==> src/rtl/core/bpc_pkg.sv <==
// Package for the button press classifier: widths, codes, reset values and
// the state and configuration structs shared by the core modules.
// No dependencies.
`default_nettype none

package bpc_pkg;

   // Width of the held-tick counter (legal range 8 to 16).
   localparam int COUNT_BITS = 8;
   localparam logic [COUNT_BITS-1:0] COUNT_MAX = {COUNT_BITS{1'b1}};

   localparam int CFG_BITS       = 8;
   localparam int STOP_BITS      = 4;
   localparam int CSR_INDEX_BITS = 2;
   localparam int DATA_BITS      = 8;

   // Commands (req_tuser)
   localparam logic [1:0] CMD_EDGE = 2'd0;
   localparam logic [1:0] CMD_TICK = 2'd1;
   localparam logic [1:0] CMD_POLL = 2'd2;

   // Event codes
   localparam logic [1:0] EV_NONE   = 2'd0;
   localparam logic [1:0] EV_CLICK  = 2'd1;
   localparam logic [1:0] EV_LONG1  = 2'd2;
   localparam logic [1:0] EV_LONG2  = 2'd3;

   // Press duration codes
   localparam logic [1:0] DUR_NONE   = 2'd0;
   localparam logic [1:0] DUR_FIRST  = 2'd1;
   localparam logic [1:0] DUR_SECOND = 2'd2;

   // Register indexes
   localparam logic [CSR_INDEX_BITS-1:0] REG_LONG_PRESS    = 2'd0;
   localparam logic [CSR_INDEX_BITS-1:0] REG_SECOND_LONG   = 2'd1;
   localparam logic [CSR_INDEX_BITS-1:0] REG_RELEASE_LIMIT = 2'd2;
   localparam logic [CSR_INDEX_BITS-1:0] REG_RELEASE_STOP  = 2'd3;

   // Register reset values
   localparam logic [CFG_BITS-1:0]  LONG_PRESS_RST    = 8'd60;
   localparam logic [CFG_BITS-1:0]  SECOND_LONG_RST   = 8'd120;
   localparam logic [CFG_BITS-1:0]  RELEASE_LIMIT_RST = 8'd140;
   localparam logic [STOP_BITS-1:0] RELEASE_STOP_RST  = 4'd12;

   typedef struct packed {
      logic [CFG_BITS-1:0]  long_press;
      logic [CFG_BITS-1:0]  second_long;
      logic [CFG_BITS-1:0]  release_limit;
      logic [STOP_BITS-1:0] release_stop;
   } bpc_cfg_type;

   typedef struct packed {
      logic [COUNT_BITS-1:0] held;
      logic [STOP_BITS-1:0]  released;
      logic                  timer_running;
      logic                  pressed;
      logic                  short_press;
      logic [1:0]            duration;
   } bpc_state_type;

endpackage

`default_nettype wire

==> src/rtl/core/bpc_step.sv <==
// Next-state and event logic for one transaction of the button classifier.
// Purely combinational; depends on bpc_pkg.
`default_nettype none

module bpc_step
   import bpc_pkg::*;
(
   input  wire bpc_cfg_type   cfg,
   input  wire bpc_state_type cur,
   input  wire [1:0]          command,
   input  wire                pin_level,
   input  wire                events_muted,
   output bpc_state_type      nxt,
   output logic [1:0]         event_res
);

   logic [COUNT_BITS-1:0] long_ext;
   logic [COUNT_BITS-1:0] second_ext;
   logic [COUNT_BITS-1:0] limit_ext;
   logic [COUNT_BITS-1:0] held_inc;
   logic                  held_zero;

   assign long_ext   = COUNT_BITS'(cfg.long_press);
   assign second_ext = COUNT_BITS'(cfg.second_long);
   assign limit_ext  = COUNT_BITS'(cfg.release_limit);
   assign held_inc   = cur.held + 1'b1;
   assign held_zero  = (cur.held == '0);

   always_comb begin
      nxt       = cur;
      event_res = EV_NONE;
      case (command)
         CMD_EDGE: begin
            if (!pin_level) begin
               // press: only a fresh press restarts the timer
               if (held_zero) begin
                  nxt.pressed       = 1'b1;
                  nxt.short_press   = 1'b0;
                  nxt.timer_running = 1'b1;
               end
            end else begin
               if (held_zero) begin
                  nxt.timer_running = 1'b0;
                  nxt.duration      = DUR_NONE;
               end else if (cur.held < long_ext) begin
                  nxt.timer_running = 1'b0;
                  nxt.duration      = DUR_NONE;
                  nxt.short_press   = 1'b1;
                  nxt.held          = '0;
                  if (!events_muted) begin
                     event_res = EV_CLICK;
                  end
               end else if (cur.held < limit_ext) begin
                  nxt.held = '0;
               end
               nxt.pressed = 1'b0;
            end
         end
         CMD_TICK: begin
            if (cur.timer_running) begin
               if (!pin_level) begin
                  nxt.released = '0;
                  if (!(cur.held > limit_ext || cur.held == COUNT_MAX)) begin
                     nxt.held = held_inc;
                     if (held_inc == long_ext) begin
                        nxt.duration    = DUR_FIRST;
                        nxt.short_press = 1'b0;
                        event_res       = EV_LONG1;
                     end else if (held_inc == second_ext) begin
                        nxt.duration    = DUR_SECOND;
                        nxt.short_press = 1'b0;
                        event_res       = EV_LONG2;
                     end
                  end
               end else if (cur.released >= cfg.release_stop) begin
                  nxt.released      = '0;
                  nxt.held          = '0;
                  nxt.timer_running = 1'b0;
               end else begin
                  nxt.released = cur.released + 1'b1;
               end
            end
         end
         CMD_POLL: begin
            if (pin_level && cur.held >= limit_ext) begin
               nxt.held = '0;
            end
         end
         default: ;
      endcase
   end

endmodule

`default_nettype wire

==> src/rtl/core/button_press_classifier.sv <==
// Top level of the button press classifier: stream ports, config registers,
// classifier state and the result register. Depends on bpc_pkg and bpc_step.
`default_nettype none

// Classifies one active-low button into click, first long press and second
// long press. Each request transaction is a pin edge, a timer tick or a
// release poll (req_tuser) carrying the sampled pin level and the mute flag
// (req_tdata); each one yields exactly one response transaction holding the
// event code and the updated key state, duration code, press flag and timer
// flag. rsp_tvalid rises in the cycle after request acceptance, and one
// transaction is accepted every cycle unless rsp_tready stalls: the classifier
// state updates in a single pass through bpc_step, and the result register frees
// up as soon as the downstream side takes it (req_tready follows rsp_tready
// while a response is pending). Configuration writes on the csr_ channel are
// always accepted and must only be issued while no response is outstanding.

module button_press_classifier
   import bpc_pkg::*;
(
   input  wire                       clock,
   input  wire                       reset,
   // request stream
   input  wire                       req_tvalid,
   output logic                      req_tready,
   input  wire  [DATA_BITS-1:0]      req_tdata,  // [0] pin_level, [1] events_muted
   input  wire  [1:0]                req_tuser,  // [1:0] command
   // response stream
   output logic                      rsp_tvalid,
   input  wire                       rsp_tready,
   output logic [DATA_BITS-1:0]      rsp_tdata,  // [1:0] event_res, [2] short_press,
                                                 // [4:3] press_duration, [5] button_down,
                                                 // [6] timer_on
   // configuration writes
   input  wire                       csr_valid,
   output logic                      csr_ready,
   input  wire  [CSR_INDEX_BITS-1:0] csr_index,
   input  wire  [CFG_BITS-1:0]       csr_data
);

   bpc_cfg_type          cfg_ff, cfg_in;
   bpc_state_type        state_ff, state_nxt;
   logic                 rsp_valid_ff, rsp_valid_in;
   logic [DATA_BITS-1:0] rsp_data_ff;
   logic [1:0]           event_res;
   logic                 req_fire;

   // Result register can take a new transaction when empty or being drained.
   assign req_tready = !rsp_valid_ff || rsp_tready;
   assign req_fire   = req_tvalid && req_tready;
   assign csr_ready  = 1'b1;

   bpc_step u_step (
      .cfg          (cfg_ff),
      .cur          (state_ff),
      .command      (req_tuser),
      .pin_level    (req_tdata[0]),
      .events_muted (req_tdata[1]),
      .nxt          (state_nxt),
      .event_res    (event_res)
   );

   // Config register file
   always_comb begin
      cfg_in = cfg_ff;
      if (csr_valid) begin
         case (csr_index)
            REG_LONG_PRESS:    cfg_in.long_press    = csr_data;
            REG_SECOND_LONG:   cfg_in.second_long   = csr_data;
            REG_RELEASE_LIMIT: cfg_in.release_limit = csr_data;
            REG_RELEASE_STOP:  cfg_in.release_stop  = csr_data[STOP_BITS-1:0];
            default: ;
         endcase
      end
   end

   always_comb begin
      rsp_valid_in = rsp_valid_ff;
      if (req_fire) begin
         rsp_valid_in = 1'b1;
      end else if (rsp_tready) begin
         rsp_valid_in = 1'b0;
      end
   end

   always_ff @(posedge clock) begin
      if (reset) begin
         cfg_ff.long_press    <= LONG_PRESS_RST;
         cfg_ff.second_long   <= SECOND_LONG_RST;
         cfg_ff.release_limit <= RELEASE_LIMIT_RST;
         cfg_ff.release_stop  <= RELEASE_STOP_RST;
         state_ff             <= '0;
         rsp_valid_ff         <= 1'b0;
      end else begin
         cfg_ff       <= cfg_in;
         rsp_valid_ff <= rsp_valid_in;
         if (req_fire) begin
            state_ff <= state_nxt;
         end
      end
   end

   // Response payload, loaded on every accepted request
   always_ff @(posedge clock) begin
      if (req_fire) begin
         rsp_data_ff <= {1'b0, state_nxt.timer_running, state_nxt.pressed,
                         state_nxt.duration, state_nxt.short_press, event_res};
      end
   end

   assign rsp_tvalid = rsp_valid_ff;
   assign rsp_tdata  = rsp_data_ff;

endmodule

`default_nettype wire

==> config.mk <==
export PLATFORM = sky130hd
export DESIGN_NAME = button_press_classifier
export DESIGN_NICKNAME = d
export VERILOG_FILES = /design/src/rtl/core/bpc_pkg.sv /design/src/rtl/core/bpc_step.sv /design/src/rtl/core/button_press_classifier.sv
export SDC_FILE = /design/constraint.sdc
export NUM_CORES = 1
export LEC_CHECK = 0
export ABC_AREA = 1
export BUFFER_PORTS_ARGS = -buffer_cell sky130_fd_sc_hd__buf_4
export CAP_MARGIN = 10
export CORE_UTILIZATION = 30
export DETAILED_ROUTE_END_ITERATION = 7
export PLACE_DENSITY = 0.52
export SLEW_MARGIN = 20
export SYNTH_ARGS = -nofsm -noshare
export SYNTH_HDL_FRONTEND = slang
export SYNTH_SLANG_ARGS = --single-unit
==> constraint.sdc <==
create_clock -name clock -period 2.3 [get_ports clock]
set_input_delay 0.46 -clock clock [delete_from_list [all_inputs] [get_ports clock]]
set_output_delay 0.46 -clock clock [all_outputs]
set_load 0.03 [all_outputs]
Yosys cells after proc, flatten, opt, wreduce, memory -nomap -nowiden --
Index checks and enable logic that the tools add are counted.
Storage, ports and cells: word-level logic and storage cells 91, output and inout bits 11, input port bits 25, flip-flop bits (word level) 53
Operators by class: add/subtract/negate cells 2, reductions and logical operators 16, $lt $le $gt $ge 5, multiplexer cells 41, equal/unequal tests 15
Operators by type and width (number):
- $mux 8 | 7
- $mux 3 | 8
- $pmux 8 s3 | 1
- $mux 2 | 10
- $eq 8x8->1 | 2
- $lt 8x8->1 | 2
- $mux 13 | 1
- $mux 12 | 1
- $mux 1 | 9
- $reduce_and 9->1 | 1
- $add 8x1->8 const B | 1
- $eq 8x8->1 const B | 1
- $ge 8x8->1 | 1
- $gt 8x8->1 | 1
- $logic_not 8->1 | 1
- $reduce_and 2->1 | 4
- $eq 2x2->1 const B | 3
- $ne 2x2->1 const B | 3
- $pmux 3 s2 | 1
- $add 4x1->4 const B | 1
- $eq 2x1->1 const B | 2
- $ge 4x4->1 | 1
- $logic_not 2->1 | 2
- $mux 4 | 1
- other kinds (12) | 14

Longest topological paths before layout --
depth after elaboration 8, depth in mapped cells 19, depth with buffers taken out 19

By module --
Synthesis repeated with hierarchy kept, for this count alone.
Unflattened totals: cell total of the unflattened synthesis 585, area total of the unflattened synthesis 3786.1 um^2
By module, submodules not included:
- button_press_classifier | times used 1, sequential area each 1131.1 um^2, area each 2224.6 um^2, cells an instance 288
- bpc_step | times used 1, sequential area each 0.0 um^2, area each 1561.5 um^2, cells an instance 297

Worst setup path before layout --
No wires, ideal clock.
kind register -> register, from register state_ff[16] (netlist bit), to register state_ff[12] (netlist bit), buffers on the path 1, data arrival time 1.768 ns, slack 0.404 ns, setup time 0.128 ns, period minus slack after synthesis 1.896 ns, required time 2.172 ns, cell stages (with the launch flop) 12, path through dfxtp_1 ha_1 a21o_1 nor2_1 nand2_1 nand2_1 nand2_1 o21ai_1 nand3b_4 buf_6 o21ai_0 nor2_1
Between the ends: cells in the longest elaborated chain, start to end 5, elaborated cells on any way between the ends 17, those cells by class 4 x order compare; 5 x eq/ne; 4 x mux; 4 x reduce/logical
RTL lines:
- start: declaration | RTL line button_press_classifier.sv:41 | bpc_state_type state_ff, state_nxt;
- start signal: assignment | RTL line button_press_classifier.sv:97 | state_ff <= state_nxt;
- $lt 8x8->1 | RTL line bpc_step.sv:45 | end else if (cur.held < long_ext) begin
- $mux 8 | RTL line bpc_step.sv:45
- $mux 8 | RTL line bpc_step.sv:42 | if (held_zero) begin
- $mux 8 | RTL line bpc_step.sv:34 | if (!pin_level) begin
- $pmux 8 s3 | RTL line bpc_step.sv:32 | case (command)
Parallel ways exist; a longest one is shown, timed or not. The select of a mux whose other input is x is not followed. A chain may end at the register's enable or synchronous reset.

Final worst setup path --
from register state_ff[10] (netlist bit), to register rsp_data_ff[0], in the netlist rsp_tdata[0], data pin
Between the ends: cells in the longest elaborated chain, start to end 8, elaborated cells on any way between the ends 17, those cells by class 1 x add/sub; 2 x order compare; 3 x eq/ne; 9 x mux; 2 x reduce/logical
RTL lines:
- $add 8x1->8 | RTL line bpc_step.sv:26 | assign held_inc = cur.held + 1'b1;
- $eq 8x8->1 | RTL line bpc_step.sv:69 | end else if (held_inc == second_ext) begin
- $mux 2 | RTL line bpc_step.sv:69
- $mux 2 | RTL line bpc_step.sv:65 | if (held_inc == long_ext) begin
- $mux 2 | RTL line bpc_step.sv:63 | if (!(cur.held > limit_ext || cur.held == COUNT_MAX)) begin
- $mux 2 | RTL line bpc_step.sv:61 | if (!pin_level) begin
- $mux 2 | RTL line bpc_step.sv:60 | if (cur.timer_running) begin
- $pmux 2 s2 * | RTL line bpc_step.sv:32
- via event_res[0] | RTL line button_press_classifier.sv:44 | logic [1:0] event_res;
- end signal: assignment | RTL line button_press_classifier.sv:105 | rsp_data_ff <= {1'b0, state_nxt.timer_running, state_nxt.pressed,
- end: declaration | RTL line button_press_classifier.sv:43 | logic [DATA_BITS-1:0] rsp_data_ff;
Mark *: on every way through the listed nets, which the timed path passes. The rest lies on a longest branch.

==> impl_metrics.ini <==
[run_status]
status = finished, final reports clean

[pwr]
p_per_area_nw_per_um2 = 528
vdd_ir_drop_max_mv = 0.266
p_leak_nw = 1.82
power.total_mw = 1.97

[place]
dp_cells = 616
place_ws_ns = 0.0920
dp.final_hpwl_um = 6290
gp_congestion = 0.872
portBuffers = 27

[setup_path]
crit_top_cell = nand2_1
critPathMaxStageDelay_ns = 0.35
arrival_ns = 2.20
worst-path-max-fanout = 4
cp-start-kind = flop
crit_path_end_kind = flop
crit_type = flop to flop
path_buf_inv = 2
cp_top_family = simple AND/OR/NAND/NOR gates
crit_slowest_cell = dfxtp_2
cp_data_required_time_ns = 2.37
crit_path_cell_trace = buf_4 -> ha_1 -> nand2_2 -> inv_1 -> nand2_2 -> nand2_1 -> nand2_1 -> nand2_1 -> nor2_2 -> nand2_1 -> nor2_2 -> nand2_1 -> nand4_1 -> o31ai_1

[final_layout]
layout-drive-gt1-share_pct = 15.9
nFillCells = 1147
multi_input_area_um2 = 1780
syn_to_final_growth_pct = 18.7
fin_cells = 626
final-seq-area_um2 = 1140
diodes = 0
num-nets-final = 537
utilization_pct = 36.4

[grt]
busiest_layer = met2
grt_use_met2_pct = 25.5
use_met3_pct = 2.32
grt_pass1_wl_um = 13400
track_usage_pct = 15.5
grt_max_degree = 28
grtUsageMet1_pct = 21.1
antenna_found_initial = 0
overflow = 0
grt_pass1_vias = 2745

[timing]
period_share_pct = 92.5
slew_violations = 0
rsz0062_at_grt = true
finalSetupViolations = 0
fin_crit_ns = 2.13
hold_ws_ns = 0.374
hold_viol = 0
fmax_ghz = 0.470
setup_slack_ns = 0.172
fin_skew_ns = 0.00851

[cts]
htreeDepth = 2
cts_root_buffer = clkbuf_8
cts.sinks = 53
clk_pin_slew_ns = 0.10
ctsHoldBuffers = 0
cts_tree = done
clockBufferDepth = 2
cts_buffers = 5
clkLatencyLatePin_ns = 0.32

[routing]
vias = 2926
viasPerCell = 4.67
drt_iter0_drc = 127
first_pass_iters = 4
wirelength_um = 7980
drcViolationCount = 0
avgRoutedWirePerCell_um = 12.7
ant_nets = 0

[yosys]
syn_nets = 493
synth_async_sr_flop_share_pct = 0
yosys.area.top_type = dfxtp_1
yosys_warnings = 0
avgSynthCellArea_um2 = 7.09
synth_flop_cell = dfxtp_1
synthCells = 445
ys_seq_area_share_pct = 35.9
syn_area_um2 = 3150
yosys-top-cells-area = dfxtp_1 29%, nand2_1 11%, ha_1 9.1%, inv_1 7.6%, edfxtp_1 6.7%
synth_top_area_share_pct = 29.2
ys_seq_elements = 53
yosysUniqueCellTypes = 35
synth_edf_count = 7

[floorplanning]
core_um2 = 10300
fp.dieArea_um2 = 10900
io_pins = 36
rows = 37
die_h_um = 105
start_util_pct = 30.7
die_w_um = 105

[run]
maxCapViolCount = 0

[hold_path]
hold_path_class = input pin to flop
==> per-stage QoR <==
step	instance area [µm²]	TNS, ns
after floorplan	3150	0
after global placement	3600	0
after detailed placement	3600	0
after CTS	3680	0
after global routing	3740	-0.0253
final	3740	0
==> per-layer routing <==
layer | up-vias | share of wire, %
li1 | 1541 | -
met1 | 1338 | 51
met2 | 38 | 46
met3 | 9 | 2.3
met4 | 0 | 1.2
met5 | - | 0
==> worst register-to-register path: cells and delay by family (launching register included) <==
kind | cells | cell delay [ns]
compound gates | 1 | 0.10
fa+ha+maj | 1 | 0.21
buf+inv | 2 | 0.22
flops | 1 | 0.35
simple gates | 10 | 1.00
==> area by class of cell <==
class | instances | share of cell area, %
clock buffers | 6 | 1.94
clock inverters | 2 | 0.268
inverters | 65 | 6.52
multi-input cells | 321 | 47.7
flip-flops and latches | 53 | 30.4
well taps | 136 | 4.55
repair buffers | 43 | 8.63
==> what timing repair did <==
item / 4_1_cts / 5_1_grt
resized for setup: 0 / 18
setup buffers: 0 / 1
setup endpoints to repair: 0 / 16
==> power by group <==
| part | total [mW] | switching (mW) | leakage (nW) | internal (mW) |
|---|---|---|---|---|
| sequential | 1.02 | 0.0278 | 0.449 | 0.991 |
| clock | 0.545 | 0.332 | 0.0450 | 0.213 |
| combinational | 0.411 | 0.258 | 1.33 | 0.153 |
==> synthesized netlist by cell type, types with 2 or more instances <==
cell,instances
conb_1,2
edfxtp_1,7
nor2_4,2
inv_1,64
o211ai_1,11
o21ai_0,32
nor3_2,3
a21oi_1,29
clkbuf_1,4
nand2_2,3
dfxtp_1,46
nor3_1,7
o21ai_1,2
nor2_2,2
nand2_1,94
nor2_1,51
nand4_1,7
o31ai_1,2
nand3b_1,2
xor2_1,4
nand3_1,34
ha_1,23
buf_4,2
==> kinds of logic (layout without fill, tap and decap cells) <==
| kind of cell | Yosys count | count (layout) | share of synthesized area [%] |
|---|---|---|---|
| multiplexers | 1 | 1 | 0.317 |
| AO/OA/AOI/OAI | 80 | 80 | 14.0 |
| AND/OR/NAND/NOR | 209 | 210 | 30.0 |
| other | 2 | 2 | 0.238 |
| XOR/XNOR | 5 | 5 | 1.39 |
| flip-flops | 53 | 53 | 35.9 |
| adder cells (fa/ha/maj) | 23 | 23 | 9.13 |
| buffers and inverters | 72 | 116 | 9.05 |
==> layout by cell type (no fill, tap or decap), types with 2 or more instances in the layout <==
master,n
o31ai_1,2
nand3_1,34
nor2_1,46
clkinv_2,2
nor2_2,7
nand4_1,7
o211ai_1,11
o21ai_0,29
o21ai_1,4
edfxtp_1,7
ha_1,23
dfxtp_2,2
dfxtp_1,43
nand2_1,91
conb_1,2
nor3_1,7
nor2_4,2
nor3_2,3
nand3b_1,2
nand3b_4,2
clkbuf_8,5
nand2_2,6
xor2_1,4
buf_4,43
inv_1,64
a21oi_1,28
==> path summary, 6_finish.rpt <==
check	startpoint	endpoint	slack, ns	cells past startpoint
min reg2reg	cfg_ff[10]	cfg_ff[10]	0.46	2
max reg2reg	state_ff[10]	rsp_tdata[0]	0.17	14
min	csr_data[5]	cfg_ff[17]	0.37	3
max	state_ff[10]	rsp_tdata[0]	0.17	14
==> state kept, by name, summed over array words and instances, names as in the netlist <==
| name | count |
|---|---|
| cfg_ff | 28 |
| state_ff | 17 |
| rsp_tdata | 7 |
| rsp_tvalid | 1 |
Power figures use the tool's default switching activity.
